`config.mk`:
```
export PLATFORM = sky130hd
export DESIGN_NAME = mps_fifo
export DESIGN_NICKNAME = d
export VERILOG_FILES = /design/src/hdl/mps_pkg.sv /design/src/hdl/mps_fifo.sv
export SDC_FILE = /design/constraint.sdc
export NUM_CORES = 1
export LEC_CHECK = 0
export BUFFER_PORTS_ARGS = -buffer_cell sky130_fd_sc_hd__buf_2
export CAP_MARGIN = 20
export CORE_UTILIZATION = 45
export DETAILED_ROUTE_END_ITERATION = 8
export PLACE_DENSITY_LB_ADDON = 0.12
export SYNTH_ARGS = -nofsm -noshare
export SYNTH_HDL_FRONTEND = slang
export SYNTH_SLANG_ARGS = --single-unit
export TNS_END_PERCENT = 100
```
`constraint.sdc`:
```
create_clock -name clk -period 4.76 [get_ports clk]
set_input_delay 0.952 -clock clk [delete_from_list [all_inputs] [get_ports clk]]
set_output_delay 0.952 -clock clk [all_outputs]
set_load 0.02 [all_outputs]
```
`src/hdl/mps_pkg.sv`:
```
// Shared types, constants and codes of the mate pair selector.
// No dependencies; every other file of the block imports it.
`timescale 1ns / 1ps

package mps_pkg;

	localparam int MAX_ALIGN  = 8;
	localparam int IDX_W      = (MAX_ALIGN > 1) ? $clog2(MAX_ALIGN) : 1;
	localparam int CNT_W      = $clog2(MAX_ALIGN + 1);
	localparam int SCORE_W    = 48;
	localparam int POS_W      = 33;
	localparam int CFG_IDX_W  = 3;
	localparam int CFG_DATA_W = 32;
	localparam int FIFO_DEPTH = 2;
	localparam int QUAL_W     = 17;
	localparam int DIV_W      = 64;

	localparam logic [CFG_IDX_W-1:0] REG_GENOME = 3'd0;
	localparam logic [CFG_IDX_W-1:0] REG_MEAN   = 3'd1;
	localparam logic [CFG_IDX_W-1:0] REG_DEV    = 3'd2;
	localparam logic [CFG_IDX_W-1:0] REG_BONUS  = 3'd3;
	localparam logic [CFG_IDX_W-1:0] REG_MATCH  = 3'd4;

	localparam logic [1:0] ST_PAIR  = 2'd0;
	localparam logic [1:0] ST_PASS2 = 2'd1;
	localparam logic [1:0] ST_PASS1 = 2'd2;
	localparam logic [1:0] ST_NONE  = 2'd3;

	localparam logic [QUAL_W-1:0] Q_ONE = 17'd65536;

	typedef struct packed {
		logic [31:0] genome_length;
		logic [19:0] insert_mean;
		logic [19:0] insert_deviation;
		logic [15:0] pair_bonus;
		logic [7:0]  match_score;
	} cfg_t;

	typedef struct packed {
		logic              mate;
		logic signed [31:0] score;
		logic [POS_W-1:0]  pos;
		logic              rev;
		logic              usable;
		logic              few_seeds;
		logic [15:0]       qlen;
		logic              last;
	} entry_t;

	typedef struct packed {
		logic [1:0]                status;
		logic [2:0]                first_index;
		logic [2:0]                second_index;
		logic                      is_paired;
		logic signed [SCORE_W-1:0] best_score;
		logic [QUAL_W-1:0]         mapping_quality;
		logic                      quality_valid;
	} result_t;

	typedef struct packed {
		logic             start;
		logic [DIV_W-1:0] num;
		logic [DIV_W-1:0] den;
	} div_req_t;

	typedef struct packed {
		logic              done;
		logic [QUAL_W-1:0] q;
	} div_rsp_t;

endpackage

```
`src/hdl/mps_fifo.sv`:
```
// Short queue of classified entries between front and back end.
// Depends on mps_pkg.
`timescale 1ns / 1ps

module mps_fifo (
	input  logic            clk,
	input  logic            arst_n,
	input  logic            wr_valid,
	output logic            wr_ready,
	input  mps_pkg::entry_t wr_data,
	output logic            rd_valid,
	input  logic            rd_ready,
	output mps_pkg::entry_t rd_data
);
	import mps_pkg::*;

	localparam int PTR_W = (FIFO_DEPTH > 1) ? $clog2(FIFO_DEPTH) : 1;
	localparam int FCNT_W = $clog2(FIFO_DEPTH + 1);

	entry_t             mem_q [FIFO_DEPTH];
	logic [PTR_W-1:0]   wptr_q, rptr_q;
	logic [FCNT_W-1:0]  cnt_q;
	logic               push, pop;

	assign wr_ready = cnt_q != FCNT_W'(FIFO_DEPTH);
	assign rd_valid = cnt_q != '0;
	assign rd_data  = mem_q[rptr_q];
	assign push     = wr_valid && wr_ready;
	assign pop      = rd_valid && rd_ready;

	always_ff @(posedge clk or negedge arst_n) begin
		if (!arst_n) begin
			wptr_q <= '0;
			rptr_q <= '0;
			cnt_q  <= '0;
		end else begin
			if (push) begin
				wptr_q <= (wptr_q == PTR_W'(FIFO_DEPTH - 1)) ? '0 : wptr_q + 1'b1;
			end
			if (pop) begin
				rptr_q <= (rptr_q == PTR_W'(FIFO_DEPTH - 1)) ? '0 : rptr_q + 1'b1;
			end
			if (push && !pop) begin
				cnt_q <= cnt_q + 1'b1;
			end else if (pop && !push) begin
				cnt_q <= cnt_q - 1'b1;
			end
		end
	end

	always_ff @(posedge clk) begin
		if (push) begin
			mem_q[wptr_q] <= wr_data;
		end
	end

endmodule

```
# After elaboration in Yosys (flattened, before gate mapping)

Memory sizes are Yosys's and may differ from the RTL's.
Cells that the tools add are included.

Eq/ne operators: 1
Multiplexer cells: 6
$add $sub $neg: 4
Reduce and logical (&&, ||, !) cells: 8

Operators by type and width:

| operator                                          | count |
|---|---|
| logical AND 1 bit                                 | 4 |
| two-way mux 1 bit                                 | 4 |
| two-way mux 2 bit                                 | 2 |
| nonzero test 2 bit                                | 2 |
| adder 1 bit (second input constant)               | 2 |
| adder 2 x 1 -> 2 bit (second input constant)      | 1 |
| logical NOT 1 bit                                 | 2 |
| inequality test 2 bit (second input constant)     | 1 |
| subtractor 2 x 1 -> 2 bit (second input constant) | 1 |

Bits in registers: 4
Memories kept: 1
Output and inout port bits: 88
Memory bits (writable): 172
Bits of input ports: 90
Logic and storage cells: 23

Memories:

| memory | depth | bits a word | rd ports | clocked after Yosys merged registers in | wr ports | RTL line       | RTL |
|---|---|---|---|---|---|---|---|
| mem_q  | 2     | 86          | 1        | 0                                       | 1        | mps_fifo.sv:20 | `entry_t mem_q [FIFO_DEPTH];` |

# Depth between registers and ports, before layout

Gate-level depths: netlist of run 1.

Depth in word-level cells: 6
Depth in mapped cells: 7
Gate-level depth less buffers: 7

# Worst setup path before layout of run 1

No wires, ideal clock.

Path kind: input-to-reg
Start: in wr_valid
End: mem mem_q[0][0] (netlist name), enable pin
Path buffers: 0
Setup time: 0.531 ns
Data required time: 4.229 ns
Stages: 2
Setup slack: -0.404 ns
Arrival time: 4.633 ns
Path through: nand2_1 nor2_1

Word-level cells in the longest chain between the ends: 3

Ends and longest elaborated chain:

| item                                    | RTL line       | RTL |
|---|---|---|
| start: declaration                      | mps_fifo.sv:8  | `input logic wr_valid,` |
| logical AND 1 bit                       | mps_fifo.sv:28 | `assign push = wr_valid && wr_ready;` |
| two-way mux 1 bit                       | mps_fifo.sv:52 | `if (push) begin` |
| two-way mux 1 bit (implied by the code) | mps_fifo.sv:53 | `mem_q[wptr_q] <= wr_data;` |
| end: declaration                        | mps_fifo.sv:20 |  |

No other way between the ends.

==> results.cfg, run 1 <==
[status]
status = complete, no violations

[synthesis]
synthXorXnorAreaFrac_pct = 0.672
yosysWarnings = 0
yosys.area_share.simple_pct = 0.518
synth-seq-cells = 176
synth.largest_area_cell = edfxtp_1
synth_compound_area_share_pct = 0
synth_area_leaders = edfxtp_1, mux2_2, mux2_4
synth_area_sq_um = 6520
synth_top_family_by_area = multiplexers
synth_fp_nets = 377
synth.distinct_cells = 15
synth-seq-area-share_pct = 80.7
post_synth_mux_area_share_pct = 16.6
synthAdderAreaFrac_pct = 0.192
synth_area_per_cell_sq_um = 22.8
synth_top_cell_area_share_pct = 79.2
synth_cells = 286

[layout]
nets = 567
final_cells = 669
finish.instance_area_sq_um = 8300
fin_util_pct = 59.3
drive_gt1_share_pct = 61.1
antenna_cells = 0
synthToLayoutAreaGrowth_pct = 27.2

[worst_setup_path]
path_buf_inv = 2
regToRegSetupSlack_ns = 2.59
rr_worst_depth = 3
cp.depth = 3
critPathTopFamily = flip-flops
crit_type = flop to primary output
r2r-start = cnt_q[0]
cpMaxStageDelayCell = dfrtp_4
startpoint = rptr_q
max_stage_delay_ns = 0.82
worstPathRequired_ns = 3.81
cp_max_fo = 46
end_kind = primary output
rr_endpoint = mem_q[1][38]
setup.worst_path.start_class = flop
arrival_ns = 2.19
crit_chain = buf_12, mux2_2, buf_2
cp-endpoint = rd_data[70]

[placed_design]
place_congestion = 0.705
hpwl_microns = 7050
place.detailed.instances = 637
placed_area_sq_um = 7620
place_ws_ns = 2.03
io_buffers = 177

[floorplanning]
die_h_microns = 122
rows = 43
core_sq_um = 14000
die_x_microns = 122
ios = 178
design.die.area_sq_um = 15000
start_util_pct = 46.6

[cts]
cts_tree = yes
clockBufferDepth = 2
cts_resized = 0
cts_root_buffer = clkbuf_16
htree_levels = 4
postCtsSetupRepairBufs = 0
path_clk_slew_ns = 0.06
insertion_delay_ns = 0.42
hold_buffers = 0
cts_inserted_buffers = 17
cts_sinks = 176

[drt]
drt_wl_total_microns = 10900
drt-vias-per-instance = 4.79
routed-wl-met3_microns = 1070
dr_wl_met2_microns = 5250
route.layer.met1.wl_microns = 4380
top_layer = met4
vias = 3204
drtPass1Iterations = 4
first_iter_violations = 191
drc = 0
ant_nets = 0
wire_per_inst_microns = 16.3

[power_and_ir_drop]
ir_drop_mv = 0.287
power.leakage_nw = 3.21
power_mw = 5.54
power-per-cell-area_nw_per_um2 = 667

[sta]
period_needed_ns = 3.14
fin_skew_ns = 0.00629
worst_slack_ns = 1.62
drv_slew = 0
worst_pin_slew_ns = 1.04
fin_crit_sh_pct = 66.0
fmax_ghz = 0.318
rsz0062_at_grt = no
finalHoldViolCount = 0
setup_viol = 0
setup_tns_ns = 0
relSlewSlack_pct = 30.9
timing.hold.ws_ns = 0.332

[grt]
grt_pass1_vias = 3257
antenna_found_initial = 1
grt_max_degree = 75
grt_overflow = 0
grt_first_pass_wirelength_microns = 16300
grt.total_usage_pct = 15.2

[run]
drv_cap = 0

[min_path]
min_path_type = input port to asynchronous set/reset pin
## worst register-to-register path, stage by stage (launching register included)
cell and delay [ns]:
dfrtp_1 0.40, nand2b_1 0.18, and3_4 0.91, buf_4 0.38
## cell usage after synthesis (all sizes together)
| cell | count |
|---|---|
| mux2 | 86 |
| buf | 10 |
| ha | 1 |
| nand2 | 2 |
| or2 | 1 |
| dfrtp | 4 |
| nor2 | 2 |
| xnor2 | 3 |
| and3 | 1 |
| nand2b | 1 |
| edfxtp | 172 |
| inv | 1 |
| xor2 | 2 |
## power breakdown
group          total [mW]  switching, mW  internal, mW
registers            2.28          0.157          2.12
logic                1.70          0.968         0.728
clock network        1.56          0.530          1.03
total                5.54           1.65          3.88
## final cells by class
| cell class | count | area, sq um |
|---|---|---|
| Clock inverter | 13 | 240 |
| Multi-Input combinational cell | 99 | 1180 |
| Timing Repair Buffer | 181 | 941 |
| Inverter | 1 | 3.75 |
| Clock buffer | 19 | 433 |
| Sequential cell | 176 | 5270 |
| Tap cell | 180 | 225 |
| Fill cell | 1085 | 5690 |
## layout by cell type, fill, tap and decap left out
master,n
clkinv_1,2
dfrtp_1,3
nand2b_1,1
edfxtp_1,172
nor2_4,1
or2_2,1
xnor2_1,3
buf_4,2
xor2_1,2
buf_2,177
buf_12,2
ha_1,1
clkbuf_1,2
nand2_1,2
bufinv_16,7
clkbuf_16,17
and3_4,1
inv_1,1
mux2_2,56
dfrtp_4,1
clkinvlp_4,1
clkinv_2,3
nor2_1,1
mux2_4,30
## logic make-up (layout without fill, tap and decap cells)
group,Yosys count,after routing
adder cells (fa/ha/maj),1,1
multiplexers,86,86
flip-flops,176,176
XOR/XNOR,5,5
buffers and inverters,11,214
AND/OR/NAND/NOR,7,7
## worst min path at each step
stage	startpoint	endpoint	slack (ns)	cells after the start
floorplan	cnt_q[1]	cnt_q[1]	0.46	1
global placement	cnt_q[1]	cnt_q[1]	0.47	1
detailed placement	cnt_q[1]	cnt_q[1]	0.49	1
CTS	arst_n	wptr_q	0.32	1
global route	arst_n	wptr_q	0.31	1
finish	arst_n	wptr_q	0.33	1
## routing by layer
metal  vias up  global-route usage (%)
met1      1547                    17.4
met3        18                    7.48
met2       122                    23.7
met5         -                       0
met4         0                    7.32
li1       1517                       -
## state kept, by name (all words and copies together), names as in the netlist
signal	flops
mem_q	172
cnt_q	2
rptr_q	1
wptr_q	1
(Power assumes the default switching activity.)
==> inputs of run 2 (changes only) <==
==> constraint.sdc (replaced) <==
create_clock -name clk -period 2.8 [get_ports clk]
set_input_delay 0.56 -clock clk [delete_from_list [all_inputs] [get_ports clk]]
set_output_delay 0.56 -clock clk [all_outputs]
set_load 0.02 [all_outputs]
==> run 2 against run 1 <==
Effect of this change:
- flip-flop and latch count did not move
- combinational power increased by 76%
- worst setup slack got worse by 1.4 ns
- via count is 1.4% higher
- non-clock buffer count up 3
- final area decreased by 0.47%
- routed wire length grew 2.1%
- global-route usage up 0.23 points
==> results.cfg, run 2 (synthesis gave the netlist of run 1 again) <==
[power_and_ir_drop]
power_mw = 9.14
power.leakage_nw = 3.18
power-per-cell-area_nw_per_um2 = 1110
ir_drop_mv = 0.521

[cts]
cts_sinks = 176
clockBufferDepth = 2
cts_resized = 0
cts_tree = yes
cts_root_buffer = clkbuf_16
hold_buffers = 1
cts_inserted_buffers = 17
insertion_delay_ns = 0.42
path_clk_slew_ns = 0.06
postCtsSetupRepairBufs = 0
htree_levels = 4

[layout]
final_cell_mix = buf_2, edfxtp_1, mux2_2
fin_util_pct = 59.0
largestRegisters = mem_q x172, cnt_q x2
nets = 570
drive_gt1_share_pct = 61.0
top_register = mem_q
fill_cells = 1101
synthToLayoutAreaGrowth_pct = 26.6
final_cells = 674
largest_register_ffs = 172
final_common_cell = buf_2

[run]
drv_cap = 0

[worst_setup_path]
worstPathRequired_ns = 2.24
crit_type = flop to primary output
end_kind = primary output
setup.worst_path.start_class = flop
cp_max_fo = 43
arrival_ns = 2.00

[placed_design]
place_congestion = 0.685
place.detailed.instances = 639
io_buffers = 177
hpwl_microns = 7290

[sta]
relSlewSlack_pct = 69.6
fmax_ghz = 0.391
finalHoldViolCount = 0
period_needed_ns = 2.56
setup_viol = 0
drv_slew = 0
rsz0062_at_grt = no
timing.hold.ws_ns = 0.329
setup_tns_ns = 0
worst_pin_slew_ns = 0.456
fin_skew_ns = 0.00301
fin_crit_sh_pct = 91.3

[drt]
ant_nets = 0
vias = 3249
drtPass1Iterations = 4
drc = 0
first_iter_violations = 147
wire_per_inst_microns = 16.5
drt-vias-per-instance = 4.82
drt_wl_total_microns = 11100

[floorplanning]
rows = 43
ios = 178
core_sq_um = 14000
die_x_microns = 122
design.die.area_sq_um = 15000
start_util_pct = 46.6
die_h_microns = 122

[grt]
grt_pass1_vias = 3357
grt_first_pass_wirelength_microns = 16600
antenna_found_initial = 2
grt_overflow = 0
grt_max_degree = 60
grt.total_usage_pct = 15.4

[min_path]
min_path_type = input port to flop

[status]
status = complete, no violations
==> run 2: cell count changes in the layout (fill, tap and decap cells not counted) <==
cell           delta
clkbuf_1          +1
dlygate4sd3_1     +1
bufinv_16         -4
clkinvlp_4        +3
buf_12            +2
diode_2           +2
==> run 2: final timing paths <==
check / startpoint / end / slack (ns) / cells past startpoint
worst min register to register: cnt_q[1] / cnt_q[1] / 0.51 / 1
min in group asynchronous: arst_n / rptr_q / 0.49 / 2
max in group asynchronous: arst_n / rptr_q / 2.16 / 2
worst max register to register: cnt_q[0] / mem_q[1][38] / 1.03 / 3
worst max-delay path: rptr_q / rd_data[21] / 0.24 / 3
worst min-delay path: wr_data[13] / mem_q[0][13] / 0.33 / 1
==> run 2: power breakdown <==
part | internal (mW) | total [mW] | switching, mW
sequential | 3.60 | 3.83 | 0.222
clock | 1.39 | 2.31 | 0.917
combinational | 1.29 | 3.00 | 1.72
total | 6.28 | 9.14 | 2.86
==> run 2: routing by layer <==
metal  vias to the layer above  wire, microns  GRT usage (%)
met4                         0            189           7.39
met2                       128           5390           25.0
li1                       1521              -              -
met1                      1587           4610           18.4
met3                        13            944           5.34
met5                         -              0              0
==> run 2: worst max-delay path, stage by stage, from the launching register on <==
cell     delay [ns]
dfrtp_4        0.69
buf_12         0.31
mux2_2         0.38
buf_2          0.16
==> run 2: layout make-up <==
| class | count | area (sq um) | share of cell area, % |
|---|---|---|---|
| Inverter | 1 | 3.75 | 0.0455 |
| Multi-Input combinational cell | 99 | 1180 | 14.3 |
| Antenna cell | 2 | 5.00 | 0.0606 |
| Tap cell | 180 | 225 | 2.73 |
| Timing Repair Buffer | 184 | 991 | 12.0 |
| Clock inverter | 12 | 143 | 1.73 |
| Sequential cell | 176 | 5270 | 63.8 |
| Clock buffer | 20 | 437 | 5.29 |
==> run 2: through the flow <==
step,cell area (sq um),worst slack (ns)
floorplan,6530,0.276
global placement,7660,0.660
detailed placement,7660,0.654
CTS,8250,0.205
global route,8250,0.166
finish,8260,0.244
