[config.mk]
export PLATFORM = sky130hd
export DESIGN_NAME = mps_front
export DESIGN_NICKNAME = d
export VERILOG_FILES = /design/src/hdl/mps_pkg.sv /design/src/hdl/mps_front.sv
export SDC_FILE = /design/constraint.sdc
export NUM_CORES = 1
export LEC_CHECK = 0
export BUFFER_PORTS_ARGS = -buffer_cell sky130_fd_sc_hd__buf_2
export CAP_MARGIN = 20
export CORE_AREA = 10 10 107 109
export DETAILED_ROUTE_END_ITERATION = 6
export DIE_AREA = 0 0 117 119
export PLACE_DENSITY = 0.6
export SLEW_MARGIN = 25
export SYNTH_ARGS = -nofsm -noshare
export SYNTH_HDL_FRONTEND = slang
export SYNTH_SLANG_ARGS = --single-unit
[constraint.sdc]
create_clock -name vclk -period 3.5
set_input_delay 0.35 -clock vclk [all_inputs]
set_output_delay 0.35 -clock vclk [all_outputs]
set_load 0.01 [all_outputs]
[src/hdl/mps_pkg.sv]
// Shared types, constants and codes of the mate pair selector.
// No dependencies; every other file of the block imports it.
`timescale 1ns / 1ps

package mps_pkg;

	localparam int MAX_ALIGN  = 8;
	localparam int IDX_W      = (MAX_ALIGN > 1) ? $clog2(MAX_ALIGN) : 1;
	localparam int CNT_W      = $clog2(MAX_ALIGN + 1);
	localparam int SCORE_W    = 48;
	localparam int POS_W      = 33;
	localparam int CFG_IDX_W  = 3;
	localparam int CFG_DATA_W = 32;
	localparam int FIFO_DEPTH = 2;
	localparam int QUAL_W     = 17;
	localparam int DIV_W      = 64;

	localparam logic [CFG_IDX_W-1:0] REG_GENOME = 3'd0;
	localparam logic [CFG_IDX_W-1:0] REG_MEAN   = 3'd1;
	localparam logic [CFG_IDX_W-1:0] REG_DEV    = 3'd2;
	localparam logic [CFG_IDX_W-1:0] REG_BONUS  = 3'd3;
	localparam logic [CFG_IDX_W-1:0] REG_MATCH  = 3'd4;

	localparam logic [1:0] ST_PAIR  = 2'd0;
	localparam logic [1:0] ST_PASS2 = 2'd1;
	localparam logic [1:0] ST_PASS1 = 2'd2;
	localparam logic [1:0] ST_NONE  = 2'd3;

	localparam logic [QUAL_W-1:0] Q_ONE = 17'd65536;

	typedef struct packed {
		logic [31:0] genome_length;
		logic [19:0] insert_mean;
		logic [19:0] insert_deviation;
		logic [15:0] pair_bonus;
		logic [7:0]  match_score;
	} cfg_t;

	typedef struct packed {
		logic              mate;
		logic signed [31:0] score;
		logic [POS_W-1:0]  pos;
		logic              rev;
		logic              usable;
		logic              few_seeds;
		logic [15:0]       qlen;
		logic              last;
	} entry_t;

	typedef struct packed {
		logic [1:0]                status;
		logic [2:0]                first_index;
		logic [2:0]                second_index;
		logic                      is_paired;
		logic signed [SCORE_W-1:0] best_score;
		logic [QUAL_W-1:0]         mapping_quality;
		logic                      quality_valid;
	} result_t;

	typedef struct packed {
		logic             start;
		logic [DIV_W-1:0] num;
		logic [DIV_W-1:0] den;
	} div_req_t;

	typedef struct packed {
		logic              done;
		logic [QUAL_W-1:0] q;
	} div_rsp_t;

endpackage

[src/hdl/mps_front.sv]
// Front end: classifies an incoming alignment beat into a queue entry.
// Depends on mps_pkg.
`timescale 1ns / 1ps

module mps_front (
	input  mps_pkg::cfg_t   cfg,
	input  logic            mate,
	input  logic [31:0]     align_score,
	input  logic [32:0]     ref_start,
	input  logic [15:0]     align_length,
	input  logic [15:0]     seed_count,
	input  logic [15:0]     query_length,
	input  logic            last,
	output mps_pkg::entry_t entry
);
	import mps_pkg::*;

	always_comb begin
		entry           = '0;
		entry.mate      = mate;
		entry.score     = $signed(align_score);
		entry.pos       = ref_start;
		// reverse strand starts at genome_length
		entry.rev       = ref_start >= {1'b0, cfg.genome_length};
		entry.usable    = align_length != 16'd0;
		entry.few_seeds = seed_count <= 16'd1;
		entry.qlen      = query_length;
		entry.last      = last;
	end

endmodule

### Word-level counts from Yosys, hierarchy flattened

Cells that the tools add are included.

| cells by class | value |
|---|---|
| reduce and logical (&&, ||, !) cells | 1 |
| magnitude comparators | 2 |

Operator list:

| kind | count |
|---|---|
| $ge 33x32->1 | 1 |
| $le 16x1->1 const B | 1 |
| $reduce_bool 16->1 | 1 |

| word-level totals | value |
|---|---|
| output and inout bits | 86 |
| bits in registers | 0 |
| logic and storage cells | 3 |
| bits of input ports | 211 |

### Depth between registers and ports, before layout

Gate-level depths: netlist (run 1).

| logic depth | value |
|---|---|
| word-level depth | 1 |
| depth in mapped cells | 7 |
| depth with buffers taken out | 7 |

### Worst setup path before layout (run 1)

OpenSTA, ideal clock, no wires.

| path | value |
|---|---|
| path kind | input to output |
| from | in cfg[86] in the netlist's numbering |
| to | out entry[19] in the netlist's numbering |
| path slack | 1.594 ns |
| stages | 7 |
| data arrival time | 1.556 ns |
| path through | inv_1 -> ha_1 -> a211oi_2 -> o21bai_1 -> a221o_1 -> a31oi_1 -> o211ai_1 |

RTL lines:

| item | line | RTL |
|---|---|---|
| from (decl) | mps_front.sv:6 | `input mps_pkg::cfg_t cfg,` |
| to (decl) | mps_front.sv:14 | `output mps_pkg::entry_t entry` |

==> metrics, run 1 <==
Starting DRT DRC Count=24; outcome=finished clean; critical path startpoint category=input pin; Std-Cell Rows=36; final wirelength=4.77 mm; met1 usage=6.25%; first-pass iteration count of the detailed router=4; Fin. Hold Viols=0; ANT nets after route=0; vias in the first global route=around 1600; top cells by area, synth=buf_4, ha_1, inv_1, a21oi_1, nor4_1; final hold slack=0.700 ns; vias=1419; Layout Nets=500; initial antenna violation count=0; ANT cells=0; Final Critical Period=2.25 ns; Sum Neg Setup Slack=0 ns; Hold Path Cell Cnt=0; multi-input logic area=739 µm²; met2 usage=11.0%; synth warn=0; PD cells=104 nW/µm²; Port Buffers=132; DP Cell Count=between 300 and 400; # resized after CTS=0; fraction of layout cells with a size suffix above 1=52.2%; Vias/cell=~3.8; Post-CTS Setup Bufs=0; first-pass GRT wire length=7.17 mm; M3 GR Usage=2.51%; final setup margin=1.25 ns; Yosys cell types=23; grt total ovfl=0; clock buffer count=0; Avg Cell Area, Syn=slightly above 7 µm²; register area=0 µm²; setup violators final=0; Worst Hold Class=input pin to output pin; crit path DAT=between 1.5 and 2 ns; fin. max-slew vios=0; Critical Path RT=3.15 ns; Synth Net Count=449; largest net degree at the start of global routing=4; Synth Instances=a little over 200; chip width=117 µm; FILL cells=1078; FMAX=0.444 GHz; CP Capture Type=output pin; gp weighted congestion=0.744; Worst setup startpoint=cfg[86]; Area Overhead vs Synth=12.1%; maximum vdd drop=0.0000175 V; Initial Util=15.7%; slew margin rel.=approximately four fifths; Yosys top cell by area=buf_4; DP Worst Slack=1.25 ns; Leakage=approximately 1.0 nW; dpl hpwl=4.65 mm; total die area=13900 µm²; max-cap viol count=0; Worst Tran Pin Value=0.315 ns; Seq Cell Count=0; core area=approximately 9500 µm²; CTS hold repair buffers=0; post-synthesis sequential area ratio=0%; Yosys top cell area share=41.9%; drt wl/cell=12.9 µm; Finished Layout Cells=369; post-route clock period utilization=64.3%; top cells by count, synth=buf_4, inv_1, ha_1; die height=around 120 µm; total track usage=6.07%; post-synthesis cell area=about 1500 µm²; Worst Path Max Fanout=2; RSZ-0062 raised after global routing=false; crit path kind=input pin to output pin; count leader, synth=buf_4; CP endpoint=entry[19]; GR peak layer=met2; IO Pins=297; # DRC=0
-- critical path, cell delays in order --
cell and delay, ns:
buf_2 0.08, inv_1 0.03, ha_1 0.31, a211oi_2 0.18, o21bai_1 0.09, a221o_1 0.38
a31oi_1 0.21, o211ai_1 0.11, buf_2 0.16
-- power by group --
part / internal [mW] / total, mW / switching [mW]
Sequential: 0 / 0 / 0
Clock: 0 / 0 / 0
Combinational: 0.0901 / 0.173 / 0.0827
-- cells by family after synthesis --
group | Yosys count | synth area share [%]
compound gates | 28 | 12.0
simple gates | 30 | 10.9
buf+inv | 116 | 50.3
fa+ha+maj | 32 | 26.9
-- cell type report --
| type | count | share of cell area (%) |
|---|---|---|
| inverters | 33 | 7.43 |
| multi-input cells | 90 | 44.4 |
| well taps | 114 | 8.56 |
| repair buffers | 132 | 39.6 |
-- cells in the final DEF, fill, tap and decap left out, types with 2 or more instances in the layout --
| master | n |
|---|---|
| buf_2 | 132 |
| inv_1 | 33 |
| ha_1 | 32 |
| a21oi_1 | 11 |
| nand2_1 | 9 |
| nor4_1 | 7 |
| o21ai_0 | 5 |
| nor3_1 | 3 |
| and4_1 | 3 |
| nand4_1 | 2 |
| a21o_1 | 2 |
| a31oi_1 | 2 |
| o21a_1 | 2 |
| nand3_1 | 2 |
| nor2_1 | 2 |
-- worst min path at each step --
| stage | from | endpoint |
|---|---|---|
| 2_1_floorplan | last | entry[0] |
| 3_3_place_gp | query_length[12] | entry[13] |
| 3_5_place_dp | query_length[12] | entry[13] |
| 4_1_cts | query_length[12] | entry[13] |
| 5_1_grt | query_length[10] | entry[11] |
| 6_report | query_length[15] | entry[16] |
-- per-layer routing --
layer	vias up	share of wire, %
met4	0	2.1
met5	-	0
met3	16	15
li1	702	-
met1	594	36
met2	107	48
-- per-stage QoR --
stage	cell area (µm²)	util [%]	total power, mW
6_report	1670	17.6	0.173
5_1_grt	1670	17.6	0.200
4_1_cts	1670	17.6	0.178
3_5_place_dp	1670	17.6	0.177
3_3_place_gp	1670	17.6	0.171
2_1_floorplan	1490	-	0.164
No activity file was read; power rests on OpenSTA's default activity.
==> run 2: changes to the inputs <==
--- a/config.mk
+++ b/config.mk
@@ -5,12 +5,13 @@
 export SDC_FILE = /design/constraint.sdc
 export NUM_CORES = 1
 export LEC_CHECK = 0
+export ABC_AREA = 1
 export BUFFER_PORTS_ARGS = -buffer_cell sky130_fd_sc_hd__buf_2
 export CAP_MARGIN = 20
 export CORE_AREA = 10 10 107 109
 export DETAILED_ROUTE_END_ITERATION = 6
 export DIE_AREA = 0 0 117 119
-export PLACE_DENSITY = 0.6
+export PLACE_DENSITY = 0.62
 export SLEW_MARGIN = 25
 export SYNTH_ARGS = -nofsm -noshare
 export SYNTH_HDL_FRONTEND = slang
==> constraint.sdc (replaced) <==
create_clock -name vclk -period 2.4
set_input_delay 0.24 -clock vclk [all_inputs]
set_output_delay 0.24 -clock vclk [all_outputs]
set_load 0.01 [all_outputs]
==> run 2 against run 1 <==
Hold slack lost 0.22 ns. Synthesized area is 13% higher. Synthesized cell count is 30% higher. Utilization grew 2.1 points. Combinational power is 62% higher. Die area unchanged. First-iteration DRC count is 25% lower. Clock-buffer cell count is the same.
==> metrics, run 2 <==
Worst Path Max Fanout=3; RSZ-0062 raised after global routing=false; Final Critical Period=between 1.5 and 2 ns; Worst Tran Pin Value=0.279 ns; first-pass iteration count of the detailed router=3; Layout Nets=562; largest family of logic cells by synthesized area=buffers and inverters; critical path startpoint category=input pin; slew margin rel.=around four fifths; crit path kind=input pin to output pin; Yosys cell types=16; CTS hold repair buffers=0; fin util=19.7%; fin. max-slew vios=0; # resized after CTS=0; Logic pwr share=100.0%; Yosys top cell area share=37.0%; FILL cells=1104; Leakage=1.22 nW; total die area=13900 µm²; final wirelength=4.85 mm; max-cap viol count=0; fraction of layout cells with a size suffix above 1=44.8%; chip width=117 µm; Post-Synth Simple-Gate Area=24.2%; IO Pins=297; Yosys top cell by area=buf_4; post-synthesis cell area=~1700 µm²; Sum Neg Setup Slack=0 ns; Starting DRT DRC Count=18; drt wl/cell=approximately 11 µm; Synth Net Count=511; PD cells=151 nW/µm²; ANT nets after route=0; synth warn=0; # DRC=0; post-synthesis sequential area ratio=0%; outcome=finished clean; Net Switching=0.146 mW; largest net degree at the start of global routing=4; clock buffer count=0; commonest non-fill, non-tap cell in the layout=buf_2; Std-Cell Rows=36; gp weighted congestion=0.705; dpl hpwl=4.76 mm; top cells by count, synth=buf_4, nand2_1, inv_1; most frequent cells in the layout=buf_2, nand2_1, inv_1, ha_1, nor2_1; multi-input logic area=878 µm²; crit path DAT=1.43 ns; sw frac=51.7%; vias=1600; die height=119 µm; Fin. Hold Viols=0; Avg Cell Area, Syn=~6.3 µm²; post-route clock period utilization=between 60 and 70%; Synth Area in Compound Gates=4.16%; Post-CTS Setup Bufs=0; core area=around 9500 µm²; Post-Synth XOR/XNOR Area=0%; Power Internal=0.136 mW; mux share of post-synthesis cell area=0%; maximum vdd drop=between 0.00004 and 0.00005 V; Clock power frac=0%; top cells by area, synth=buf_4, ha_1, nand2_1, inv_1, nor2_1; register area=0 µm²; first-pass GRT wire length=7.42 mm; setup violators final=0; Critical Path RT=2.16 ns; count leader, synth=buf_4; CP Capture Type=output pin; Vias/cell=3.71; DP Worst Slack=0.698 ns; final setup margin=0.730 ns; FMAX=about 0.6 GHz; Area Overhead vs Synth=10.7%; post-route cell area=1870 µm²; Synth Instances=268; Initial Util=17.8%; ANT cells=0; Seq Cell Count=0; total track usage=6.22%; vias in the first global route=1789; grt total ovfl=0; Port Buffers=132; Worst Hold Class=input pin to output pin; sequential power share=0%; Synth Area in Adders=23.8%; placed inst area=1870 µm²; initial antenna violation count=0
==> run 2: changes by cell type after synthesis, moves of 2 or more <==
cell and delta:
nand2_1 +47, inv_1 +16, nor2_1 +12, nand2_2 +4, o21ai_0 -4, and4_1 -3
nor2_2 +3, nor2_4 +3, a31oi_1 -2, nor3_1 -2, o21a_1 -2
==> run 2: metrics by stage <==
| step | hold WS [ns] | std cells | power [mW] |
|---|---|---|---|
| after floorplan | 0.572 | 268 | 0.266 |
| after global placement | 0.480 | 431 | 0.284 |
| after detailed placement | 0.480 | 431 | 0.291 |
| after CTS | 0.480 | 431 | 0.293 |
| after global routing | 0.480 | 431 | 0.329 |
| final | 0.480 | 431 | 0.281 |
==> run 2: path summary, 6_finish.rpt <==
kind                             from   endpoint  slack, ns  cells past startpoint
worst max-delay path          cfg[92]  entry[19]       0.73                     12
worst min-delay path  align_score[12]  entry[65]       0.48                      0
==> run 2: cells by family (layout without fill, tap and decap cells) <==
kind of cell	Yosys count	in the layout
compound gates	13	13
fa+ha+maj	32	32
buf+inv	132	181
simple gates	91	91
==> run 2: per-layer routing <==
metal | share of wire, % | GRT usage (%)
met1 | 34 | 5.55
met2 | 49 | 12.2
met3 | 15 | 2.96
met4 | 1.1 | 1.16
met5 | 0 | 0
==> run 2: cell type report <==
class,count,area share (%)
Multi-Input combinational cell,136,47.1
Inverter,49,9.86
Tap cell,114,7.65
Timing Repair Buffer,132,35.4
==> run 2: worst max-delay path, cell delays in order <==
cell     delay, ns
buf_2         0.08
inv_1         0.03
ha_1          0.29
nand2_1       0.13
inv_1         0.05
nand2_1       0.06
nand2_1       0.06
a21oi_1       0.14
nand2_1       0.07
nor2_1        0.10
nand2_1       0.05
buf_2         0.15
==> run 2: power by group through the flow <==
| stage | Sequential (mW) | Combinational, mW | Clock (mW) |
|---|---|---|---|
| 2_1_floorplan | 0 | 0.266 | 0 |
| 3_3_place_gp | 0 | 0.284 | 0 |
| 3_5_place_dp | 0 | 0.291 | 0 |
| 4_1_cts | 0 | 0.293 | 0 |
| 5_1_grt | 0 | 0.329 | 0 |
| 6_report | 0 | 0.281 | 0 |
==> run 3: changes to the inputs <==
--- a/config.mk
+++ b/config.mk
@@ -5,13 +5,13 @@
 export SDC_FILE = /design/constraint.sdc
 export NUM_CORES = 1
 export LEC_CHECK = 0
-export ABC_AREA = 1
+export ABC_AREA = 0
 export BUFFER_PORTS_ARGS = -buffer_cell sky130_fd_sc_hd__buf_2
 export CAP_MARGIN = 20
-export CORE_AREA = 10 10 107 109
+export CORE_AREA = 10 10 108 110
 export DETAILED_ROUTE_END_ITERATION = 6
-export DIE_AREA = 0 0 117 119
-export PLACE_DENSITY = 0.62
+export DIE_AREA = 0 0 118 120
+export PLACE_DENSITY = 0.61
 export SLEW_MARGIN = 25
 export SYNTH_ARGS = -nofsm -noshare
 export SYNTH_HDL_FRONTEND = slang
==> constraint.sdc (replaced) <==
create_clock -name vclk -period 1.4
set_input_delay 0.14 -clock vclk [all_inputs]
set_output_delay 0.14 -clock vclk [all_outputs]
set_load 0.01 [all_outputs]
==> run 3 against run 2 <==
The flow now finishes with violations (setup timing). Clock-buffer cell count stayed put. Utilization is 0.50 points lower. Final cell count is 9.5% lower. Via count is 9.4% lower. Flip-flop and latch count stayed put. Critical path depth is 4 lower. Critical endpoint unchanged.
==> metrics, run 3 (same netlist as run 1, synthesis figures left out) <==
first-pass GRT wire length=7.87 mm; # DRC=0; DP Cell Count=390; Worst Hold Class=input pin to output pin; critical path startpoint category=input pin; largest net degree at the start of global routing=4; Sum Neg Setup Slack=-0.240 ns; Critical Path RT=1.26 ns; CP Capture Type=output pin; failing checks=setup timing; Layout Nets=502; Leakage=1.05 nW; Area Overhead vs Synth=23.5%; Port Buffers=132; total die area=~14000 µm²; fin. max-slew vios=0; Worst Tran Pin Value=roughly 0.27 ns; IO Pins=297; Final Critical Period=roughly 1.6 ns; max-cap viol count=0; FMAX=0.610 GHz; register area=0 µm²; PD cells=roughly 270 nW/µm²; initial antenna violation count=1; gp weighted congestion=0.685; crit path kind=input pin to output pin; final setup margin=-0.240 ns; post-route clock period utilization=117%; slew margin rel.=just over 80%; first-pass iteration count of the detailed router=2; Std-Cell Rows=36; core area=around 9500 µm²; Post-CTS Setup Bufs=0; Finished Layout Cells=a little under 400; Vias/cell=3.72; die height=around 120 µm; RSZ-0062 raised after global routing=true; CTS hold repair buffers=0; Fin. Hold Viols=0; chip width=~120 µm; dpl hpwl=roughly 4.9 mm; final wirelength=5.19 mm; commonest non-fill, non-tap cell in the layout=buf_2; Seq Cell Count=0; grt total ovfl=0; most frequent cells in the layout=buf_2, inv_1, ha_1, nand2_1, a21oi_1; maximum vdd drop=0.0000563 V; vias in the first global route=1684; fraction of layout cells with a size suffix above 1=between 50% and 60%; Worst Path Max Fanout=3; vias=1450; clock buffer count=0; Starting DRT DRC Count=16; total track usage=approximately 6.4%; setup violators final=1; outcome=finished, violations left; crit path DAT=about 1.5 ns; Initial Util=approximately 16%; drt wl/cell=between 10 and 15 µm; ANT cells=0; ANT nets after route=0
run 3: changes by cell type in the layout (fill, tap and decap cells not counted), moves of 7 or more:
cell / delta
nor2_1: -12
nand2_1: -48
ha_1: -8
ha_4: +7
inv_1: -19
run 3: area by class of cell:
class	count	area [µm²]
fill	1101	7710
multi-input combinational	90	863
timing repair buffer	134	682
tap	133	166
inverter	33	124
run 3: metrics by stage:
stage	setup slack [ns]	instance area, µm²	hold WS (ns)	power, mW	util [%]
6_report	-0.240	1840	0.280	0.494	19.2
5_1_grt	-0.371	1840	0.280	0.570	19.2
4_1_cts	-0.323	1780	0.280	0.485	18.7
3_5_place_dp	-0.416	1740	0.280	0.464	18.2
3_3_place_gp	-0.425	1740	0.280	0.453	18.2
2_1_floorplan	0.0121	1520	0.372	0.419	-
run 3: timing repair:
| item | in CTS | in global routing |
|---|---|---|
| setup endpoints to repair | 1 | 1 |
| gates cloned | 0 | 0 |
| endpoints found under the hold margin | 0 | 0 |
| pin swaps | 9 | 2 |
| gates resized for setup | 11 | 9 |
run 3: report_power, final:
group / total, mW / switching [mW] / internal, mW
clock: 0 / 0 / 0
combinational: 0.494 / 0.235 / 0.259
sequential: 0 / 0 / 0
run 3: path summary, 6_finish.rpt:
| path | startpoint | to | slack, ns | cells after the start |
|---|---|---|---|---|
| setup / recovery | ref_start[28] | entry[19] | -0.24 | 8 |
| hold / removal | align_score[23] | entry[76] | 0.28 | 0 |
run 3: per-layer routing:
metal	wire, µm	global-route usage [%]	vias to the layer above
met1	1830	6.16	614
met5	13	0	-
met4	153	2.09	2
met3	745	3.61	22
li1	-	-	706
met2	2440	11.6	106
run 3: worst max-delay path: stages:
cell	delay, ns
buf_2	0.11
ha_1	0.31
nand2_2	0.08
nor3_2	0.05
a2111o_1	0.40
a31oi_1	0.17
o211ai_1	0.10
buf_2	0.15
