[config.mk]
export PLATFORM = sky130hd
export DESIGN_NAME = mps_back
export DESIGN_NICKNAME = d
export VERILOG_FILES = /design/src/hdl/mps_pkg.sv /design/src/hdl/mps_div.sv /design/src/hdl/mps_back.sv
export SDC_FILE = /design/constraint.sdc
export NUM_CORES = 2
export LEC_CHECK = 0
export BUFFER_PORTS_ARGS = -buffer_cell sky130_fd_sc_hd__buf_2
export CAP_MARGIN = 20
export CELL_PAD_IN_SITES_DETAIL_PLACEMENT = 1
export CELL_PAD_IN_SITES_GLOBAL_PLACEMENT = 1
export CORE_AREA = 8 8 467 469
export CTS_BUF_LIST = sky130_fd_sc_hd__clkbuf_4 sky130_fd_sc_hd__clkbuf_8 sky130_fd_sc_hd__clkbuf_16
export DETAILED_ROUTE_END_ITERATION = 8
export DIE_AREA = 0 0 475 477
export GPL_TIMING_DRIVEN = 0
export PLACE_DENSITY_LB_ADDON = 0.1
export SLEW_MARGIN = 20
export SYNTH_ARGS = -nofsm -noshare
export SYNTH_HDL_FRONTEND = slang
export SYNTH_HIERARCHICAL = 1
export SYNTH_SLANG_ARGS = --single-unit
[constraint.sdc]
create_clock -name clk -period 14.6 [get_ports clk]
set_clock_uncertainty 0.2 [all_clocks]
set_input_delay 0.73 -clock clk [delete_from_list [all_inputs] [get_ports clk]]
set_output_delay 0.73 -clock clk [all_outputs]
set_load 0.02 [all_outputs]
[src/hdl/mps_pkg.sv]
// Shared types, constants and codes of the mate pair selector.
// No dependencies; every other file of the block imports it.
`timescale 1ns / 1ps

package mps_pkg;

	localparam int MAX_ALIGN  = 8;
	localparam int IDX_W      = (MAX_ALIGN > 1) ? $clog2(MAX_ALIGN) : 1;
	localparam int CNT_W      = $clog2(MAX_ALIGN + 1);
	localparam int SCORE_W    = 48;
	localparam int POS_W      = 33;
	localparam int CFG_IDX_W  = 3;
	localparam int CFG_DATA_W = 32;
	localparam int FIFO_DEPTH = 2;
	localparam int QUAL_W     = 17;
	localparam int DIV_W      = 64;

	localparam logic [CFG_IDX_W-1:0] REG_GENOME = 3'd0;
	localparam logic [CFG_IDX_W-1:0] REG_MEAN   = 3'd1;
	localparam logic [CFG_IDX_W-1:0] REG_DEV    = 3'd2;
	localparam logic [CFG_IDX_W-1:0] REG_BONUS  = 3'd3;
	localparam logic [CFG_IDX_W-1:0] REG_MATCH  = 3'd4;

	localparam logic [1:0] ST_PAIR  = 2'd0;
	localparam logic [1:0] ST_PASS2 = 2'd1;
	localparam logic [1:0] ST_PASS1 = 2'd2;
	localparam logic [1:0] ST_NONE  = 2'd3;

	localparam logic [QUAL_W-1:0] Q_ONE = 17'd65536;

	typedef struct packed {
		logic [31:0] genome_length;
		logic [19:0] insert_mean;
		logic [19:0] insert_deviation;
		logic [15:0] pair_bonus;
		logic [7:0]  match_score;
	} cfg_t;

	typedef struct packed {
		logic              mate;
		logic signed [31:0] score;
		logic [POS_W-1:0]  pos;
		logic              rev;
		logic              usable;
		logic              few_seeds;
		logic [15:0]       qlen;
		logic              last;
	} entry_t;

	typedef struct packed {
		logic [1:0]                status;
		logic [2:0]                first_index;
		logic [2:0]                second_index;
		logic                      is_paired;
		logic signed [SCORE_W-1:0] best_score;
		logic [QUAL_W-1:0]         mapping_quality;
		logic                      quality_valid;
	} result_t;

	typedef struct packed {
		logic             start;
		logic [DIV_W-1:0] num;
		logic [DIV_W-1:0] den;
	} div_req_t;

	typedef struct packed {
		logic              done;
		logic [QUAL_W-1:0] q;
	} div_rsp_t;

endpackage

[src/hdl/mps_div.sv]
// Restoring divider for the mapping quality, one quotient bit per cycle.
// Saturates at one in Q1.16. Depends on mps_pkg.
`timescale 1ns / 1ps

module mps_div (
	input  logic              clk,
	input  logic              arst_n,
	input  mps_pkg::div_req_t req,
	output mps_pkg::div_rsp_t rsp
);
	import mps_pkg::*;

	localparam int STEP_W = $clog2(QUAL_W);

	logic              busy_q, done_q;
	logic [STEP_W-1:0] step_q;
	logic [DIV_W-1:0]  r_q, d_q;
	logic [QUAL_W-1:0] q_q;
	logic              ge;

	assign ge       = r_q >= d_q;
	assign rsp.done = done_q;
	assign rsp.q    = (q_q > Q_ONE) ? Q_ONE : q_q;

	always_ff @(posedge clk or negedge arst_n) begin
		if (!arst_n) begin
			busy_q <= 1'b0;
			done_q <= 1'b0;
			step_q <= '0;
		end else begin
			done_q <= 1'b0;
			if (req.start) begin
				// quotient beyond 17 bits saturates right away
				if (req.num >= (req.den << QUAL_W)) begin
					done_q <= 1'b1;
				end else begin
					busy_q <= 1'b1;
					step_q <= STEP_W'(QUAL_W - 1);
				end
			end else if (busy_q) begin
				if (step_q == '0) begin
					busy_q <= 1'b0;
					done_q <= 1'b1;
				end else begin
					step_q <= step_q - 1'b1;
				end
			end
		end
	end

	always_ff @(posedge clk) begin
		if (req.start) begin
			r_q <= req.num;
			d_q <= req.den << (QUAL_W - 1);
			q_q <= (req.num >= (req.den << QUAL_W)) ? Q_ONE : '0;
		end else if (busy_q) begin
			if (ge) begin
				r_q <= r_q - d_q;
			end
			q_q <= {q_q[QUAL_W-2:0], ge};
			d_q <= d_q >> 1;
		end
	end

endmodule

[src/hdl/mps_back.sv]
// Back end: alignment lists, pair search sequencer and result register.
// Depends on mps_pkg and mps_div.
`timescale 1ns / 1ps

module mps_back (
	input  logic             clk,
	input  logic             arst_n,
	input  mps_pkg::cfg_t    cfg,
	input  logic             q_valid,
	output logic             q_ready,
	input  mps_pkg::entry_t  q_data,
	output logic             out_valid,
	input  logic             out_ready,
	output mps_pkg::result_t result
);
	import mps_pkg::*;

	typedef enum logic [7:0] {
		S_LOAD  = 8'b0000_0001,
		S_START = 8'b0000_0010,
		S_PA    = 8'b0000_0100,
		S_PB    = 8'b0000_1000,
		S_PC    = 8'b0001_0000,
		S_FIN   = 8'b0010_0000,
		S_DIV   = 8'b0100_0000,
		S_OUT   = 8'b1000_0000
	} state_t;

	state_t state_q;

	// lists
	logic signed [31:0] f_score [MAX_ALIGN];
	logic signed [31:0] s_score [MAX_ALIGN];
	logic [POS_W-1:0]   f_pos   [MAX_ALIGN];
	logic [POS_W-1:0]   s_pos   [MAX_ALIGN];
	logic [MAX_ALIGN-1:0] f_rev, s_rev, f_use, s_use, f_few, s_few;
	logic [CNT_W-1:0]   n1_q, n2_q;
	logic [15:0]        rlen0_q, rlen1_q;

	logic [CNT_W-1:0]   i_q, j_q;
	logic [1:0]         np_q;
	logic [IDX_W-1:0]   fi, fj;

	// pair pipeline
	logic signed [32:0] sum_s1;
	logic signed [35:0] diff_s1;
	logic               mis_s1, few1_s1, few2_s1;
	logic signed [31:0] raw1_s1, raw2_s1;
	logic signed [49:0] prod_s2;
	logic               paired_s2;

	// running best
	logic signed [SCORE_W-1:0] best_q, second_q;
	logic                      have2_q, bp_q, bfew1_q, bfew2_q;
	logic [IDX_W-1:0]          bi_q, bj_q;
	logic signed [31:0]        braw1_q, braw2_q;
	result_t                   res_q;
	result_t                   res_nx;

	logic                      pop, st1, st2, pa_take, take, go_out, fin_div;
	logic signed [34:0]        p2m;
	logic signed [35:0]        diff, absd, lo, hi;
	logic [21:0]               dev3;
	logic signed [49:0]        prod, scaled;
	logic signed [SCORE_W-1:0] s_fin;
	logic signed [34:0]        s5a, s5b;
	logic [23:0]               mr0, mr1;
	logic                      fl1, fl2;
	logic [1:0]                ushift, hshift;
	logic [SCORE_W-1:0]        gap;
	div_req_t                  dreq;
	div_rsp_t                  drsp;

	assign fi        = i_q[IDX_W-1:0];
	assign fj        = j_q[IDX_W-1:0];
	assign q_ready   = state_q == S_LOAD;
	assign out_valid = state_q == S_OUT;
	assign result    = res_q;

	assign pop = (state_q == S_LOAD) && q_valid;
	assign st1 = pop && !q_data.mate && (n1_q < CNT_W'(MAX_ALIGN));
	assign st2 = pop && q_data.mate && (n2_q < CNT_W'(MAX_ALIGN));
	assign pa_take = (state_q == S_PA) && (i_q < n1_q) && f_use[fi] && (j_q < n2_q)
		&& s_use[fj];

	// second mate start mirrored onto the forward strand
	assign p2m  = $signed({2'b00, cfg.genome_length, 1'b0}) - $signed({2'b00, s_pos[fj]})
		- 35'sd1;
	assign diff = $signed({3'b000, f_pos[fi]}) - $signed({p2m[34], p2m});

	assign absd = (diff_s1 < 0) ? -diff_s1 : diff_s1;
	assign dev3 = {2'b00, cfg.insert_deviation} + {1'b0, cfg.insert_deviation, 1'b0};
	assign lo   = $signed({16'b0, cfg.insert_mean}) - $signed({14'b0, dev3});
	assign hi   = $signed({16'b0, cfg.insert_mean}) + $signed({14'b0, dev3});
	assign prod = sum_s1 * $signed({1'b0, cfg.pair_bonus});

	// truncate toward zero
	assign scaled = (prod_s2 < 0) ? ((prod_s2 + 50'sd255) >>> 8) : (prod_s2 >>> 8);
	assign s_fin  = paired_s2 ? scaled[SCORE_W-1:0]
		: {{(SCORE_W - 33){sum_s1[32]}}, sum_s1};
	assign take   = (np_q == 2'd0) || (s_fin > best_q) || ((s_fin == best_q) && paired_s2
		&& !bp_q);

	// full-length test per chosen mate
	assign s5a = $signed({{3{braw1_q[31]}}, braw1_q}) * 35'sd5;
	assign s5b = $signed({{3{braw2_q[31]}}, braw2_q}) * 35'sd5;
	assign mr0 = 24'(cfg.match_score) * 24'(rlen0_q);
	assign mr1 = 24'(cfg.match_score) * 24'(rlen1_q);
	assign fl1 = (s5a >= $signed({9'b0, mr0, 2'b00})) && (32'(n1_q) >= 3);
	assign fl2 = (s5b >= $signed({9'b0, mr1, 2'b00})) && (32'(n2_q) >= 3);
	assign ushift = {1'b0, fl1} + {1'b0, fl2};
	assign hshift = {1'b0, bfew1_q} + {1'b0, bfew2_q};
	assign gap    = best_q - second_q;

	assign fin_div = (state_q == S_FIN) && (np_q == 2'd2) && bp_q && (best_q > 0);
	assign go_out  = ((state_q == S_START) && ((n1_q == '0) || (n2_q == '0)))
		|| ((state_q == S_FIN) && !fin_div)
		|| ((state_q == S_DIV) && drsp.done);

	always_comb begin
		dreq       = '0;
		dreq.start = fin_div;
		dreq.num   = {16'b0, gap} << (16 + ushift);
		dreq.den   = {16'b0, best_q} << hshift;
	end

	// result word formed at the start of a search and again at its end
	always_comb begin
		res_nx = '0;
		if (state_q == S_START) begin
			res_nx.status = (n1_q == '0) ? ST_PASS2 : ST_PASS1;
		end else if (np_q == 2'd0) begin
			res_nx.status = ST_NONE;
		end else begin
			res_nx.status        = ST_PAIR;
			res_nx.first_index   = 3'(bi_q);
			res_nx.second_index  = 3'(bj_q);
			res_nx.is_paired     = bp_q;
			res_nx.best_score    = best_q;
			res_nx.quality_valid = bp_q && (np_q == 2'd2);
		end
	end

	mps_div u_div (
		.clk    (clk),
		.arst_n (arst_n),
		.req    (dreq),
		.rsp    (drsp)
	);

	always_ff @(posedge clk or negedge arst_n) begin
		if (!arst_n) begin
			state_q <= S_LOAD;
			n1_q    <= '0;
			n2_q    <= '0;
			rlen0_q <= '0;
			rlen1_q <= '0;
			i_q     <= '0;
			j_q     <= '0;
			np_q    <= '0;
		end else begin
			case (state_q)
				S_LOAD: begin
					if (pop) begin
						if (q_data.mate) begin
							rlen1_q <= q_data.qlen;
						end else begin
							rlen0_q <= q_data.qlen;
						end
						if (st1) begin
							n1_q <= n1_q + 1'b1;
						end
						if (st2) begin
							n2_q <= n2_q + 1'b1;
						end
						if (q_data.last) begin
							state_q <= S_START;
						end
					end
				end
				S_START: begin
					i_q  <= '0;
					j_q  <= '0;
					np_q <= '0;
					// empty the lists once the result is formed
					if (go_out) begin
						state_q <= S_OUT;
						n1_q    <= '0;
						n2_q    <= '0;
					end else begin
						state_q <= S_PA;
					end
				end
				S_PA: begin
					if (i_q >= n1_q) begin
						state_q <= S_FIN;
					end else if (!f_use[fi] || (j_q >= n2_q)) begin
						i_q <= i_q + 1'b1;
						j_q <= '0;
					end else if (!s_use[fj]) begin
						j_q <= j_q + 1'b1;
					end else begin
						state_q <= S_PB;
					end
				end
				S_PB: state_q <= S_PC;
				S_PC: begin
					if (np_q != 2'd2) begin
						np_q <= np_q + 1'b1;
					end
					j_q     <= j_q + 1'b1;
					state_q <= S_PA;
				end
				S_FIN: begin
					if (go_out) begin
						state_q <= S_OUT;
						n1_q    <= '0;
						n2_q    <= '0;
					end else begin
						state_q <= S_DIV;
					end
				end
				S_DIV: begin
					if (go_out) begin
						state_q <= S_OUT;
						n1_q    <= '0;
						n2_q    <= '0;
					end
				end
				S_OUT: begin
					if (out_ready) begin
						state_q <= S_LOAD;
					end
				end
				default: state_q <= S_LOAD;
			endcase
		end
	end

	always_ff @(posedge clk) begin
		if (st1) begin
			f_score[n1_q[IDX_W-1:0]] <= q_data.score;
			f_pos[n1_q[IDX_W-1:0]]   <= q_data.pos;
			f_rev[n1_q[IDX_W-1:0]]   <= q_data.rev;
			f_use[n1_q[IDX_W-1:0]]   <= q_data.usable;
			f_few[n1_q[IDX_W-1:0]]   <= q_data.few_seeds;
		end
		if (st2) begin
			s_score[n2_q[IDX_W-1:0]] <= q_data.score;
			s_pos[n2_q[IDX_W-1:0]]   <= q_data.pos;
			s_rev[n2_q[IDX_W-1:0]]   <= q_data.rev;
			s_use[n2_q[IDX_W-1:0]]   <= q_data.usable;
			s_few[n2_q[IDX_W-1:0]]   <= q_data.few_seeds;
		end
		if (pa_take) begin
			sum_s1  <= {f_score[fi][31], f_score[fi]} + {s_score[fj][31], s_score[fj]};
			diff_s1 <= diff;
			mis_s1  <= f_rev[fi] != s_rev[fj];
			raw1_s1 <= f_score[fi];
			raw2_s1 <= s_score[fj];
			few1_s1 <= f_few[fi];
			few2_s1 <= s_few[fj];
		end
		if (state_q == S_PB) begin
			paired_s2 <= mis_s1 && (absd >= lo) && (absd <= hi);
			prod_s2   <= prod;
		end
		if (state_q == S_START) begin
			have2_q <= 1'b0;
			bp_q    <= 1'b0;
			best_q  <= '0;
		end
		if (state_q == S_PC) begin
			if (take) begin
				// dethroned best joins the runner-up race
				if (np_q != 2'd0 && (!have2_q || best_q > second_q)) begin
					second_q <= best_q;
					have2_q  <= 1'b1;
				end
				best_q  <= s_fin;
				bp_q    <= paired_s2;
				bi_q    <= fi;
				bj_q    <= fj;
				braw1_q <= raw1_s1;
				braw2_q <= raw2_s1;
				bfew1_q <= few1_s1;
				bfew2_q <= few2_s1;
			end else if (!have2_q || s_fin > second_q) begin
				second_q <= s_fin;
				have2_q  <= 1'b1;
			end
		end
		if (state_q == S_START || state_q == S_FIN) begin
			res_q <= res_nx;
		end else if (state_q == S_DIV && drsp.done) begin
			res_q.mapping_quality <= drsp.q;
		end
	end

endmodule

Yosys cells after proc, flatten, opt, wreduce, memory -nomap -nowiden
Memory sizes are Yosys's and may differ from the RTL's.
Cells that the tools add are included.
{"block": "word_totals", "ram_bits": 1040, "word_cells": 292, "inputBits": 186, "memories": 4, "register_bits": 690}
{"block": "op_classes", "order_cmp": 27, "mux": 93, "n_eq_ne": 28, "shifts": 2, "n_reduce_logical": 65, "multipliers": 5, "bitwise": 1, "n_addsub": 20}
{"name": "f_pos", "depth": 8, "word_bits": 33, "rd": 1, "rd_ports_with_merged_regs": 0, "wr": 1, "line": "mps_back.sv:34", "rtl": "logic [POS_W-1:0] f_pos [MAX_ALIGN];"}
{"name": "s_pos", "depth": 8, "word_bits": 33, "rd": 1, "rd_ports_with_merged_regs": 0, "wr": 1, "line": "mps_back.sv:35", "rtl": "logic [POS_W-1:0] s_pos [MAX_ALIGN];"}
{"name": "f_score", "depth": 8, "word_bits": 32, "rd": 1, "rd_ports_with_merged_regs": 0, "wr": 1, "line": "mps_back.sv:32", "rtl": "logic signed [31:0] f_score [MAX_ALIGN];"}
{"name": "s_score", "depth": 8, "word_bits": 32, "rd": 1, "rd_ports_with_merged_regs": 0, "wr": 1, "line": "mps_back.sv:33", "rtl": "logic signed [31:0] s_score [MAX_ALIGN];"}
{"operator": "two-way mux 48 bit", "n": 8}
{"operator": "two-way mux 64 bit", "n": 5}
{"operator": "greater-than comparator 48 bit", "n": 3}
{"operator": "greater-or-equal comparator 64 bit", "n": 2}
{"operator": "two-way mux 8 bit", "n": 9}
{"operator": "greater-or-equal comparator 35 x 27 -> 1 bit", "n": 2}
{"operator": "multiplier 32 x 4 -> 35 bit, second input constant", "n": 2}
{"operator": "two-way mux 17 bit", "n": 4}
{"operator": "case mux 8 bit (8 select lines)", "n": 1}
{"operator": "<< shifter 48 x 6 -> 64 bit", "n": 1}
{"operator": "subtractor 64 bit", "n": 1}
{"operator": "adder 50 x 9 -> 50 bit, second input constant", "n": 1}
{"operator": "< comparator 50 x 1 -> 1 bit, second input constant", "n": 1}
{"operator": "multiplier 33 x 17 -> 50 bit", "n": 1}
{"operator": "bitwise mux 8 bit", "n": 6}
{"operator": "equality test 48 bit", "n": 1}
{"operator": "greater-than comparator 48 x 1 -> 1 bit, second input constant", "n": 1}
{"operator": "multiplier 8 x 16 -> 24 bit", "n": 2}
{"operator": "<< shifter 48 x 2 -> 48 bit", "n": 1}
{"operator": "subtractor 48 bit", "n": 1}
{"operator": "two-way mux 4 bit", "n": 10}
{"operator": "greater-or-equal comparator 36 x 23 -> 1 bit", "n": 1}
{"operator": "<= comparator 36 x 24 -> 1 bit", "n": 1}
{"operator": "< comparator 36 x 1 -> 1 bit, second input constant", "n": 1}
{"operator": "58 further kinds", "n": 175}

Depth between registers and ports, before layout
{"block": "depth", "ltp_word": 10, "depth_mapped": 48}

Cells and area by module
The synthesis kept the hierarchy.
{"mod": "mps_back", "seq_area_each_um2": 46425.8, "cells_per_inst": 8807, "area_each_um2": 107369.2, "n_inst": 1}
{"mod": "mps_div", "seq_area_each_um2": 4369.2, "cells_per_inst": 1325, "area_each_um2": 11687.5, "n_inst": 1}

Worst setup path after synthesis
OpenSTA, ideal clock, no wires.
{"block": "synth_path", "kind": "input to register", "start": "input port cfg[7] (netlist bit)", "end": "register u_div.q_q[16], data pin", "setup_slack_ns": 4.458, "t_required_ns": 14.134, "path_buffers": 4, "arrival_ns": 9.676, "path_stages": 43, "cell_sequence": "clkbuf_1 > nand2_1 > fa_1 > fa_1 > inv_1 > fa_1 > inv_1 > fa_1 > inv_1 > ha_1 > inv_1 > o21bai_1 > a21oi_1 > o21ai_0 > a211oi_1 > o21a_1 > or2_2 > o21bai_1 > [7 not listed] > a21oi_1 > o2111ai_1 > nor4_1 > a211oi_1 > clkbuf_1 > buf_2 > buf_2 > mux2i_1 > ha_1 > a21o_1 > a21o_1 > a21oi_1 > nor2_1 > or4_1 > a211o_1 > a211o_1 > a21oi_1 > nor2_1"}
{"item": "from (decl)", "line": "mps_back.sv:8", "rtl": "input mps_pkg::cfg_t cfg,"}
{"item": "to (signal assigned)", "line": "mps_div.sv:55", "rtl": "q_q <= (req.num >= (req.den << QUAL_W)) ? Q_ONE : '0;"}
{"item": "to (signal assigned)", "line": "mps_div.sv:60", "rtl": "q_q <= {q_q[QUAL_W-2:0], ge};"}
{"item": "to (decl)", "line": "mps_div.sv:18", "rtl": "logic [QUAL_W-1:0] q_q;"}

==> flow_summary.toml <==
[pwr]
p_sw_uw = 12400
p_per_area_mw_per_mm2 = 207
p_int_uw = 15000
ir_worst_vdd_mv = 0.290
p_clk_share_pct = 18.4
switching_share_pct = 45.2
p_total_uw = 27400
seq_power_share_pct = 22.2
p_leak_uw = 0.0540
p_comb_share_pct = 59.4

[logic_synthesis]
synthesis.area_sq_mm = 0.119
synthCells = 10100
syn_avg_cell_area_sq_um = 11.8
ys_warn_count = 6

[final_layout]
nNetsFinal = 12600
synthToLayoutAreaGrowth_pct = 11.6
design_area_sq_mm = 0.133
layout_common_cells = "1582 x edfxtp_1, 1192 x inv_1, 904 x ha_1, 887 x nand2_1, 681 x fa_1"
layout-drive-gt1-share_pct = 11.5
final_common_cell = "edfxtp_1"

[critical_path]
endpoint_kind = "register"
critical_path_required_ns = 14.95
crit_slowest_cell = "fa_1"
worst-endpoint-arrival_ns = 12.38
crit_top_cell = "a21oi_1"
cp_max_fo = 10
crit_buf_inv = 10
path_delay_family = "compound AO/OA/AOI/OAI gates"
critPathLaunchType = "input pin"
crit_path_max_incr_delay_ns = 0.58
path_class = "input pin to register"

[sta]
max_freq_mhz = 83.1
rsz0062_at_grt = "false"
fin_setup_tns_ns = 0
fin_crit_ns = 12.03
setup_viol = 0
finalCritPeriodShare_pct = 82.4
tightest_slew_ns = 1.30
hold_viol_final = 0
maxSlewHeadroom_pct = 13.5
holdWs_ns = 0.0115
slew_viol_final = 0

[hold_path]
hp-class = "input pin to register"

[global_route]
grt_antenna_before_repair = 57
grt_pass1_wl_um = 647000
overflow = 0
grt_usage_pct = 38.4
grt_pass1_vias = 96800
grt_max_degree = 65

[drt]
postRouteAntennaNets = 0
routedWlPerCell_um = 32.0
drtIter0Drc = 10100
routed_wl_um = 442000
routed-via-count = 90100
firstDrtPassIters = 6
routed_via_density = 6.53
drc = 0

[run_status]
status = "finished clean"

[clock_network]
post_cts_buffers = 0
clockBufferDepth = 3
tritoncts = "done"
cts-root-buf = "clkbuf_16"
clock_latency_ns = 0.92
clk_pin_slew_worst_paths_ns = 0.09
ctsResizeCount = 0
hold_buffers = 51
numCtsBuffers = 179
htree_levels = 4
cts_num_sinks = 1730

[floorplan]
fp.dieH_um = 477
fp.dieW_um = 475
dieArea_sq_mm = 0.227
num_io_pins = 263
core_sq_mm = 0.211
start_util_pct = 56.5
num_rows = 169

[placed_design]
gp_congestion = 0.938
placed_cell_area_sq_mm = 0.126
io_buffers = 262
place_hpwl_um = 301000

[run]
drv_cap = 0
cell type report:
class	count	area (sq um)
multi-input combinational	6849	62500
clock inverter	125	1430
sequential	1730	50800
inverter	1194	4480
timing repair buffer	448	3630
antenna	38	95.1
clock buffer	212	4780
fill	21400	78000
tap	2821	3530
buffer	384	1500
routing by layer:
metal / wire, um / track usage, % / part of all wire [%]
met5: 226 / 0 / 0.051
met4: 35600 / 24.7 / 8.1
met1: 157000 / 46.0 / 35
met3: 43300 / 9.72 / 9.8
met2: 206000 / 62.0 / 47
registers in the layout (all words and copies together) (netlist names), 33 cells and up:
| name | cells |
|---|---|
| s_pos | 264 |
| u_div/d_q | 64 |
| second_q | 48 |
| s_score | 256 |
| prod_s2 | 50 |
| f_pos | 264 |
| u_div/r_q | 64 |
| sum_s1 | 33 |
| f_score | 256 |
| best_q | 48 |
| diff_s1 | 36 |
| result | 75 |
path summary, 6_finish.rpt:
kind	slack, ns	startpoint	cells past startpoint	end
worst max-delay path	2.57	cfg[6]	45	u_div/q_q[16]
worst min-delay path	0.01	q_data[39]	1	f_pos[0][19]
worst max register to register	2.62	rlen1_q[0]	43	u_div/q_q[16]
worst min register to register	0.21	raw1_s1[4]	0	braw1_q[4]
max in group asynchronous	13.37	arst_n	3	n1_q[2]
min in group asynchronous	0.14	arst_n	2	rlen0_q[0]
power groups by stage:
| stage | Combinational [uW] | Sequential [uW] | Clock [uW] |
|---|---|---|---|
| 2_1_floorplan | 10900 | 6120 | 0 |
| 3_3_place_gp | 14600 | 6190 | 0 |
| 3_5_place_dp | 15400 | 6190 | 0 |
| 4_1_cts | 15800 | 6090 | 4930 |
| 5_1_grt | 17800 | 6100 | 5170 |
| 6_report | 16300 | 6100 | 5050 |
metrics by stage:
stage | instances | setup slack, ns | utilization [%]
after global placement | 13200 | -2.95 | 58.8
after global routing | 13800 | 1.82 | 63.0
final | 13800 | 2.57 | 63.0
after CTS | 13800 | 2.52 | 62.9
after detailed placement | 13400 | 1.74 | 59.7
after floorplan | 10200 | 4.46 | -
Power figures use the tool's default switching activity.
